<file path="src/hdl/rct_pkg.sv">
// ----------------------------------------------------------------------------
// rct_pkg: shared types and constants for the color temperature block
// Fixed-point widths, matrix coefficients, datapath command codes and the
// controller state encoding.
// ----------------------------------------------------------------------------
package rct_pkg;

   localparam int IN_W       = 16;
   localparam int V_W        = 17;
   localparam int CH_W       = 17;
   localparam int AVG_W      = 24;
   localparam int COEF_W     = 18;
   localparam int T_W        = 36;
   localparam int S_W        = 37;
   localparam int ND_W       = 50;
   localparam int N_W        = 21;
   localparam int N2_W       = 24;
   localparam int N3_W       = 27;
   localparam int TT_W       = 44;
   localparam int ILL_W      = 19;
   localparam int CXY_W      = 16;
   localparam int CCT_W      = 16;
   localparam int STAT_W     = 2;
   localparam int PCT_W      = 32;

   // shared restoring divider: quotient capped at DIV_QW bits
   localparam int DIV_AW     = 66;
   localparam int DIV_BW     = 50;
   localparam int DIV_QW     = 20;
   localparam int DIV_RW     = DIV_BW + DIV_QW;
   localparam int DIV_CNT_W  = $clog2(DIV_QW + 1);

   localparam int CSR_IDX_W  = 4;
   localparam int CSR_DATA_W = 8;

   localparam int MAC_N      = 9;
   localparam int MAC_W      = 4;

   localparam logic [CSR_IDX_W-1:0] REG_COMPENSATE = 4'd0;
   localparam logic [CSR_IDX_W-1:0] REG_PERCENTAGE = 4'd1;

   typedef logic signed [COEF_W-1:0] coef_type;

   // XYZ matrix, Q16, row-major (X, Y, Z) over (red, green, blue)
   localparam coef_type COEF [MAC_N] = '{
      -18'sd9360,  18'sd101531, -18'sd62679,
      -18'sd21277, 18'sd103440, -18'sd47966,
      -18'sd44697, 18'sd50511,   18'sd36918
   };

   localparam logic [16:0]          BLUE_SCALE = 17'd104681;
   localparam logic [14:0]          PCT_SCALE  = 15'd25600;
   localparam logic [21:0]          CCT_ROUND  = 22'd3276800;
   // kelvin = (tt + round) / (100 * 2^16): shift, then divide by 100 with
   // ceil(2^30 / 100), exact below the saturation point
   localparam logic [23:0]          CCT_RECIP  = 24'd10737419;
   localparam logic [27:0]          CCT_SAT_X  = 28'd6553600;
   localparam logic [AVG_W-1:0]     AVG_MAX    = '1;

   localparam logic signed [15:0]   K_10000    = 16'sd10000;
   localparam logic signed [15:0]   K_3320     = 16'sd3320;
   localparam logic signed [15:0]   K_1858     = 16'sd1858;
   localparam logic signed [21:0]   K_TT3      = 22'sd44900;
   localparam logic signed [21:0]   K_TT2      = 22'sd352500;
   localparam logic signed [21:0]   K_TT1      = 22'sd682330;
   localparam logic signed [TT_W-1:0] TT_OFFSET = 44'sd36178034688;

   localparam logic [DIV_QW-1:0]    CXY_CAP_POS = 20'd32767;
   localparam logic [DIV_QW-1:0]    CXY_CAP_NEG = 20'd32768;
   localparam logic [DIV_QW-1:0]    N_CAP       = 20'd524288;
   localparam logic [DIV_QW-1:0]    CH_CAP      = 20'd131071;
   localparam logic [CH_W-1:0]      CH_MAX      = '1;

   localparam logic [20:0]          ILL_MAG_POS = 21'd262143;
   localparam logic [20:0]          ILL_MAG_NEG = 21'd262144;
   localparam logic signed [ILL_W-1:0] ILL_MAX  = 19'sd262143;
   localparam logic signed [ILL_W-1:0] ILL_MIN  = {1'b1, {(ILL_W-1){1'b0}}};

   typedef enum logic [3:0] {
      OP_NOP, OP_LOAD, OP_AVG, OP_MAC, OP_SUM, OP_NUM, OP_DEN,
      OP_DSTART, OP_DSTORE, OP_N2, OP_N3, OP_TT1, OP_TT2, OP_OUT
   } op_type;

   // P0..P3 must stay at codes 4..7: the low bits pick the channel
   typedef enum logic [2:0] {
      DIV_CX, DIV_CY, DIV_N, DIV_CCT, DIV_P0, DIV_P1, DIV_P2, DIV_P3
   } divsel_type;

   typedef enum logic [3:0] {
      ST_IDLE, ST_AVG, ST_MAC, ST_SUM, ST_NUM, ST_DEN, ST_DSTART, ST_DWAIT,
      ST_DSTORE, ST_N2, ST_N3, ST_TT1, ST_TT2, ST_OUT
   } state_type;

   typedef struct packed {
      op_type           op;
      logic [MAC_W-1:0] mac_idx;
      divsel_type       dsel;
   } cmd_type;

   typedef struct packed {
      logic div_done;
   } stat_type;

   function automatic logic [1:0] coef_row(input logic [MAC_W-1:0] idx);
      logic [1:0] r;
      case (idx)
         4'd0, 4'd1, 4'd2: r = 2'd0;
         4'd3, 4'd4, 4'd5: r = 2'd1;
         default:          r = 2'd2;
      endcase
      return r;
   endfunction

   function automatic logic [1:0] coef_col(input logic [MAC_W-1:0] idx);
      logic [1:0] c;
      case (idx)
         4'd0, 4'd3, 4'd6: c = 2'd0;
         4'd1, 4'd4, 4'd7: c = 2'd1;
         default:          c = 2'd2;
      endcase
      return c;
   endfunction

endpackage

</file>
<file path="src/hdl/rct_ctrl.sv">
// ----------------------------------------------------------------------------
// rct_ctrl: sequencer for the color temperature datapath
// Steps one word through load, average, matrix, the divisions and the
// cubic, then hands it to the result register.
// ----------------------------------------------------------------------------
module rct_ctrl (
   input  logic               clock,
   input  logic               reset,
   input  logic               req_valid,
   output logic               req_ready,
   output logic               rsp_valid,
   input  logic               rsp_ready,
   input  rct_pkg::stat_type  stat,
   output rct_pkg::cmd_type   cmd
);
   import rct_pkg::*;

   state_type        state_ff, state_in;
   logic [MAC_W-1:0] mac_ff, mac_in;
   divsel_type       dsel_ff, dsel_in;
   logic             rsp_valid_ff, rsp_valid_in;

   always_ff @(posedge clock) begin
      if (reset) begin
         state_ff     <= ST_IDLE;
         mac_ff       <= '0;
         dsel_ff      <= DIV_CX;
         rsp_valid_ff <= 1'b0;
      end else begin
         state_ff     <= state_in;
         mac_ff       <= mac_in;
         dsel_ff      <= dsel_in;
         rsp_valid_ff <= rsp_valid_in;
      end
   end

   always_comb begin
      state_in     = state_ff;
      mac_in       = mac_ff;
      dsel_in      = dsel_ff;
      rsp_valid_in = rsp_valid_ff && !rsp_ready;
      req_ready    = 1'b0;
      cmd.op       = OP_NOP;
      cmd.mac_idx  = mac_ff;
      cmd.dsel     = dsel_ff;
      case (state_ff)
         ST_IDLE: begin
            req_ready = 1'b1;
            if (req_valid) begin
               cmd.op   = OP_LOAD;
               state_in = ST_AVG;
            end
         end
         ST_AVG: begin
            cmd.op   = OP_AVG;
            mac_in   = '0;
            state_in = ST_MAC;
         end
         ST_MAC: begin
            cmd.op = OP_MAC;
            if (mac_ff == MAC_W'(MAC_N - 1)) begin
               state_in = ST_SUM;
            end else begin
               mac_in = MAC_W'(mac_ff + 1'b1);
            end
         end
         ST_SUM: begin
            cmd.op   = OP_SUM;
            state_in = ST_NUM;
         end
         ST_NUM: begin
            cmd.op   = OP_NUM;
            state_in = ST_DEN;
         end
         ST_DEN: begin
            cmd.op   = OP_DEN;
            dsel_in  = DIV_CX;
            state_in = ST_DSTART;
         end
         ST_DSTART: begin
            cmd.op   = OP_DSTART;
            state_in = ST_DWAIT;
         end
         ST_DWAIT: begin
            if (stat.div_done) begin
               state_in = ST_DSTORE;
            end
         end
         ST_DSTORE: begin
            cmd.op = OP_DSTORE;
            case (dsel_ff)
               DIV_N:   state_in = ST_N2;
               DIV_P3:  state_in = ST_OUT;
               default: begin
                  dsel_in  = divsel_type'(3'(dsel_ff + 3'd1));
                  state_in = ST_DSTART;
               end
            endcase
         end
         ST_N2: begin
            cmd.op   = OP_N2;
            state_in = ST_N3;
         end
         ST_N3: begin
            cmd.op   = OP_N3;
            state_in = ST_TT1;
         end
         ST_TT1: begin
            cmd.op   = OP_TT1;
            state_in = ST_TT2;
         end
         ST_TT2: begin
            // kelvin scaling needs no divider pass
            cmd.op   = OP_TT2;
            dsel_in  = DIV_CCT;
            state_in = ST_DSTORE;
         end
         ST_OUT: begin
            // result register free once the previous word has gone
            if (!rsp_valid_ff || rsp_ready) begin
               cmd.op       = OP_OUT;
               rsp_valid_in = 1'b1;
               state_in     = ST_IDLE;
            end
         end
         default: state_in = ST_IDLE;
      endcase
   end

   assign rsp_valid = rsp_valid_ff;

endmodule

</file>
<file path="config.mk">
export PLATFORM = sky130hd
export DESIGN_NAME = rct_ctrl
export DESIGN_NICKNAME = d
export VERILOG_FILES = /design/src/hdl/rct_pkg.sv /design/src/hdl/rct_ctrl.sv
export SDC_FILE = /design/constraint.sdc
export NUM_CORES = 1
export LEC_CHECK = 0
export ABC_AREA = 1
export BUFFER_PORTS_ARGS = -buffer_cell sky130_fd_sc_hd__buf_2
export CAP_MARGIN = 20
export CORE_ASPECT_RATIO = 1.25
export CORE_MARGIN = 1.5
export CORE_UTILIZATION = 48
export CTS_CLUSTER_SIZE = 16
export DETAILED_ROUTE_END_ITERATION = 10
export PLACE_DENSITY = 0.77
export SETUP_SLACK_MARGIN = 0.4
export SLEW_MARGIN = 15
export SYNTH_ARGS = -nofsm -noshare
export SYNTH_HDL_FRONTEND = slang
export SYNTH_SLANG_ARGS = --single-unit
export TNS_END_PERCENT = 100
</file>
<file path="constraint.sdc">
create_clock -name clock -period 1.37 [get_ports clock]
set_clock_uncertainty 0.1 [all_clocks]
set_input_delay 0.274 -clock clock [delete_from_list [all_inputs] [get_ports clock]]
set_output_delay 0.274 -clock clock [all_outputs]
set_load 0.01 [all_outputs]
</file>
==> results of run 1 <==
==> per-stage QoR <==
step	area [um^2]	worst slack, ps
after floorplan	1035	45.35
after global placement	1306	-36.30
after detailed placement	1306	-72.58
after CTS	1592	-327.2
==> cell families after synthesis <==
kind of cell / Yosys count / synth area share, %
adders and majority gates: 5 / 6.935
AOI/OAI and AO/OA: 22 / 14.98
DFF: 12 / 26.63
buffers and inverters: 20 / 8.460
and+or+nand+nor: 76 / 43.00
==> what timing repair did <==
action                                  CTS
cloned                                    0
hold buffers                              0
pin swaps                                17
gates resized for setup                  49
endpoints found under the setup margin   24
buffers inserted                          7
==> results.sh, run 1 <==
export IMPL_h_tree_depth=1
export IMPL_cts_buffer_depth=2
export IMPL_netlist_top_cells_area="dfxtp_1 27%, nand2_1 12%, nor2_1 7.9%, ha_1 6.9%, nand3_1 6.7%"
export IMPL_clock_sinks=12
export IMPL_synth_top_flop_cell="dfxtp_1"
export IMPL_error="[ERROR DPL-0033] detailed placement checks failed during check placement."
export IMPL_hpwl_mm=2.042
export IMPL_ios=18
export IMPL_cts_buffers=3
export IMPL_dieWidth_um=41.78
export IMPL_synth_top_cell_area_share_pct=26.63
export IMPL_yosys_warnings=0
export IMPL_yosys_top_cells_count="28 x nand2_1, 19 x nor2_1, 13 x inv_1"
export IMPL_antenna_found_initial=0
export IMPL_yosys_area_top_type="dfxtp_1"
export IMPL_yosysUniqueCellTypes=25
export IMPL_start_util_pct=51.10
export IMPL_netlist_area_um2=902.1
export IMPL_post_place_cells=191
export IMPL_lastStage="global routing"
export IMPL_synth_edff_count=0
export IMPL_io_buffers=17
export IMPL_synth_area_per_cell_um2=6.682
export IMPL_synth_cells=135
export IMPL_yosysSeqAreaShare_pct=26.63
export IMPL_die_h_um=51.47
export IMPL_worst_endpoint_kind="output port"
export IMPL_syn_nets=145
export IMPL_root_buffer="clkbuf_4"
export IMPL_place_gp_congestion=0.9543
export IMPL_ys_async_sr_fraction_pct=0
export IMPL_ys_ff_latch=12
export IMPL_grt_max_degree=12
export IMPL_yosysMostFrequentCell="nand2_1"
export IMPL_outcome="did not finish"
export IMPL_rows=17
export IMPL_crit_endpoint="cmd[9]"
==> inputs of run 2 (changes only) <==
CORE_AREA = 2 2 63 65   (was default)
CORE_ASPECT_RATIO = default   (was 1.25)
CORE_MARGIN = default   (was 1.5)
CORE_UTILIZATION = default   (was 48)
CTS_CLUSTER_SIZE = default   (was 16)
DIE_AREA = 0 0 65 67   (was default)
PLACE_DENSITY = default   (was 0.77)
PLACE_DENSITY_LB_ADDON = 0.15   (was default)
SETUP_SLACK_MARGIN = default   (was 0.4)
clock period = 1.8 ns   (was 1.37 ns; I/O delays follow)
==> run 2 against run 1 <==
Compared with the run above: the run now ends clean; synthesized cell count is the same; area after synthesis is the same.
==> results.sh, run 2 <==
export IMPL_outcome="finished clean"
export IMPL_max_cap_violations=0
export IMPL_grt_pass1_vias=901
export IMPL_drt_initial_drc_count=32
export IMPL_grt_overflow=0
export IMPL_p_comb_share_pct=48.0
export IMPL_required_ps=1340
export IMPL_syn_nets=145
export IMPL_slew_viol_final=0
export IMPL_h_tree_depth=1
export IMPL_p_leak_nw=0.5832
export IMPL_root_buffer="clkbuf_8"
export IMPL_wirelength_mm=2.449
export IMPL_p_switching_mw=0.4606
export IMPL_hp_class="in -> reg"
export IMPL_stdcell_area_mm2=0.001205
export IMPL_ir_worst_vdd_v=0.0003923
export IMPL_synth_top_cell_area_share_pct=26.63
export IMPL_via_per_inst=4.567
export IMPL_synth_area_per_cell_um2=6.682
export IMPL_grt_max_degree=12
export IMPL_syn_to_final_growth_pct=33.57
export IMPL_wl_per_cell_um=11.66
export IMPL_tns_ps=0
export IMPL_yosys_top_cells_count="28 x nand2_1, 19 x nor2_1, 13 x inv_1"
export IMPL_core_mm2=0.003606
export IMPL_yosys_warnings=0
export IMPL_netlist_top_cells_area="dfxtp_1 27%, nand2_1 12%, nor2_1 7.9%, ha_1 6.9%, nand3_1 6.7%"
export IMPL_synth_cells=135
export IMPL_antennaDiodeCount=0
export IMPL_finalHoldViolations=0
export IMPL_io_buffers=17
export IMPL_yosys_area_top_type="dfxtp_1"
export IMPL_tightest_slew_ps=316.8
export IMPL_dpl_instance_area_mm2=0.001061
export IMPL_crit_path_end_kind="primary output"
export IMPL_path_clk_slew_ps=50
export IMPL_cts_buffers=3
export IMPL_start_kind="flip-flop"
export IMPL_crit_arrival_ps=1270
export IMPL_hpwl_mm=1.891
export IMPL_antenna_found_initial=0
export IMPL_fin_crit_sh_pct=96.04
export IMPL_period_minus_slack_ps=1729
export IMPL_p_seq_share_pct=30.8
export IMPL_cts_buffer_depth=2
export IMPL_place_worst_setup_slack_ps=47.98
export IMPL_start_util_pct=25.02
export IMPL_grt_first_pass_wirelength_mm=3.988
export IMPL_die_h_um=67
export IMPL_synth_edff_count=0
export IMPL_cellPowerDensity_mw_per_mm2=940.7
export IMPL_cts_tree="done"
export IMPL_drcViolationCount=0
export IMPL_internal_power_mw=0.6729
export IMPL_yosysMostFrequentCell="nand2_1"
export IMPL_sw_frac_of_total_pct=40.64
export IMPL_grt_util_all_layers_pct=12.34
export IMPL_netlist_area_um2=902.1
export IMPL_ys_ff_latch=12
export IMPL_top_regs="mac_ff: 4 flops, state_ff: 4 flops, dsel_ff: 3 flops"
export IMPL_rows=22
export IMPL_relSlewSlack_pct=78.66
export IMPL_yosysSeqAreaShare_pct=26.63
export IMPL_place_gp_congestion=0.8842
export IMPL_clk_latency_ps=230
export IMPL_final_common_cell="nand2_1"
export IMPL_layout_common_cells="25 x nand2_1, 17 x buf_2, 16 x nor2_1"
export IMPL_dieWidth_um=65
export IMPL_cts_hold_buffers=0
export IMPL_ant_nets=0
export IMPL_ios=18
export IMPL_design_die_area_mm2=0.004355
export IMPL_ys_async_sr_fraction_pct=0
export IMPL_clkPwrFrac_pct=21.2
export IMPL_crit_fanout=4
export IMPL_finalSetupViolCount=0
export IMPL_drive_gt1_share_pct=39.51
export IMPL_yosysUniqueCellTypes=25
export IMPL_dr_pass1_iters=4
export IMPL_via_count=959
export IMPL_regToRegSetupSlack_ps=320
export IMPL_clock_sinks=12
export IMPL_synth_top_flop_cell="dfxtp_1"
export IMPL_fmaxAchievable_ghz=0.5785
export IMPL_setup_slack_ps=71.34
export IMPL_critical_path_class="reg -> out"
export IMPL_nets=174
[run 2: stage by stage]
step / utilization [%] / hold slack (ps) / std cells / power, mW
after floorplan: - / 413.0 / 135 / 0.6350
after global placement: 29.42 / 382.8 / 201 / 0.7568
after detailed placement: 29.42 / 385.3 / 201 / 0.7576
after CTS: 31.12 / 358.3 / 204 / 1.028
after global routing: 33.41 / 369.0 / 210 / 1.214
final: 33.41 / 364.2 / 210 / 1.134
[run 2: area by class of cell]
cell class,instances,area [um^2]
Fill cell,414,2401
Multi-Input combinational cell,103,624.3
Sequential cell,12,250.2
Timing Repair Buffer,26,156.4
Inverter,18,72.57
Tap cell,48,60.06
Clock buffer,3,41.29
[run 2: worst max-delay path: stages, from the launching register on]
cell and delay (ps):
dfxtp_2 340, buf_4 160, nor2_4 80, inv_1 70, nor2_2 100, nand2_1 60
o2111ai_1 60, buf_2 160
[run 2: path summary, 6_finish.rpt]
check,cells after the start,startpoint,end
setup / recovery,7,state_ff[2],cmd[7]
hold / removal,2,reset,state_ff[3]
setup reg to reg,8,state_ff[2],state_ff[1]
hold reg to reg,2,dsel_ff[1],dsel_ff[1]
[run 2: routing by layer]
metal / part of all wire [%] / vias up / global-route usage (%) / routed length (um)
met5: 0 / - / 0 / 0
met4: 1.3 / 0 / 6.383 / 33
met3: 2.9 / 2 / 2.027 / 72
met2: 48 / 20 / 21.13 / 1175
met1: 48 / 442 / 14.79 / 1168
li1: - / 495 / - / -
[run 2: logic make-up (layout without fill, tap and decap cells)]
family	count (synthesis)	after routing	share of synthesized area, %
and+or+nand+nor	76	76	43.00
adders and majority gates	5	5	6.935
DFF	12	12	26.63
buffers and inverters	20	47	8.460
AOI/OAI and AO/OA	22	22	14.98
[run 2: power by group through the flow]
stage	registers [mW]	clock network, mW	logic [mW]
final	0.349	0.240	0.544
after global routing	0.352	0.271	0.591
after CTS	0.336	0.255	0.437
after detailed placement	0.331	0	0.426
after global placement	0.329	0	0.428
after floorplan	0.328	0	0.307
[run 2: timing repair]
action / 4_1_cts / 5_1_grt
buffers inserted: 0 / 6
gates resized for setup: 9 / 16
pin swaps: 0 / 4
gates cloned: 0 / 0
setup endpoints to repair: 4 / 3
(Power assumes the default switching activity.)
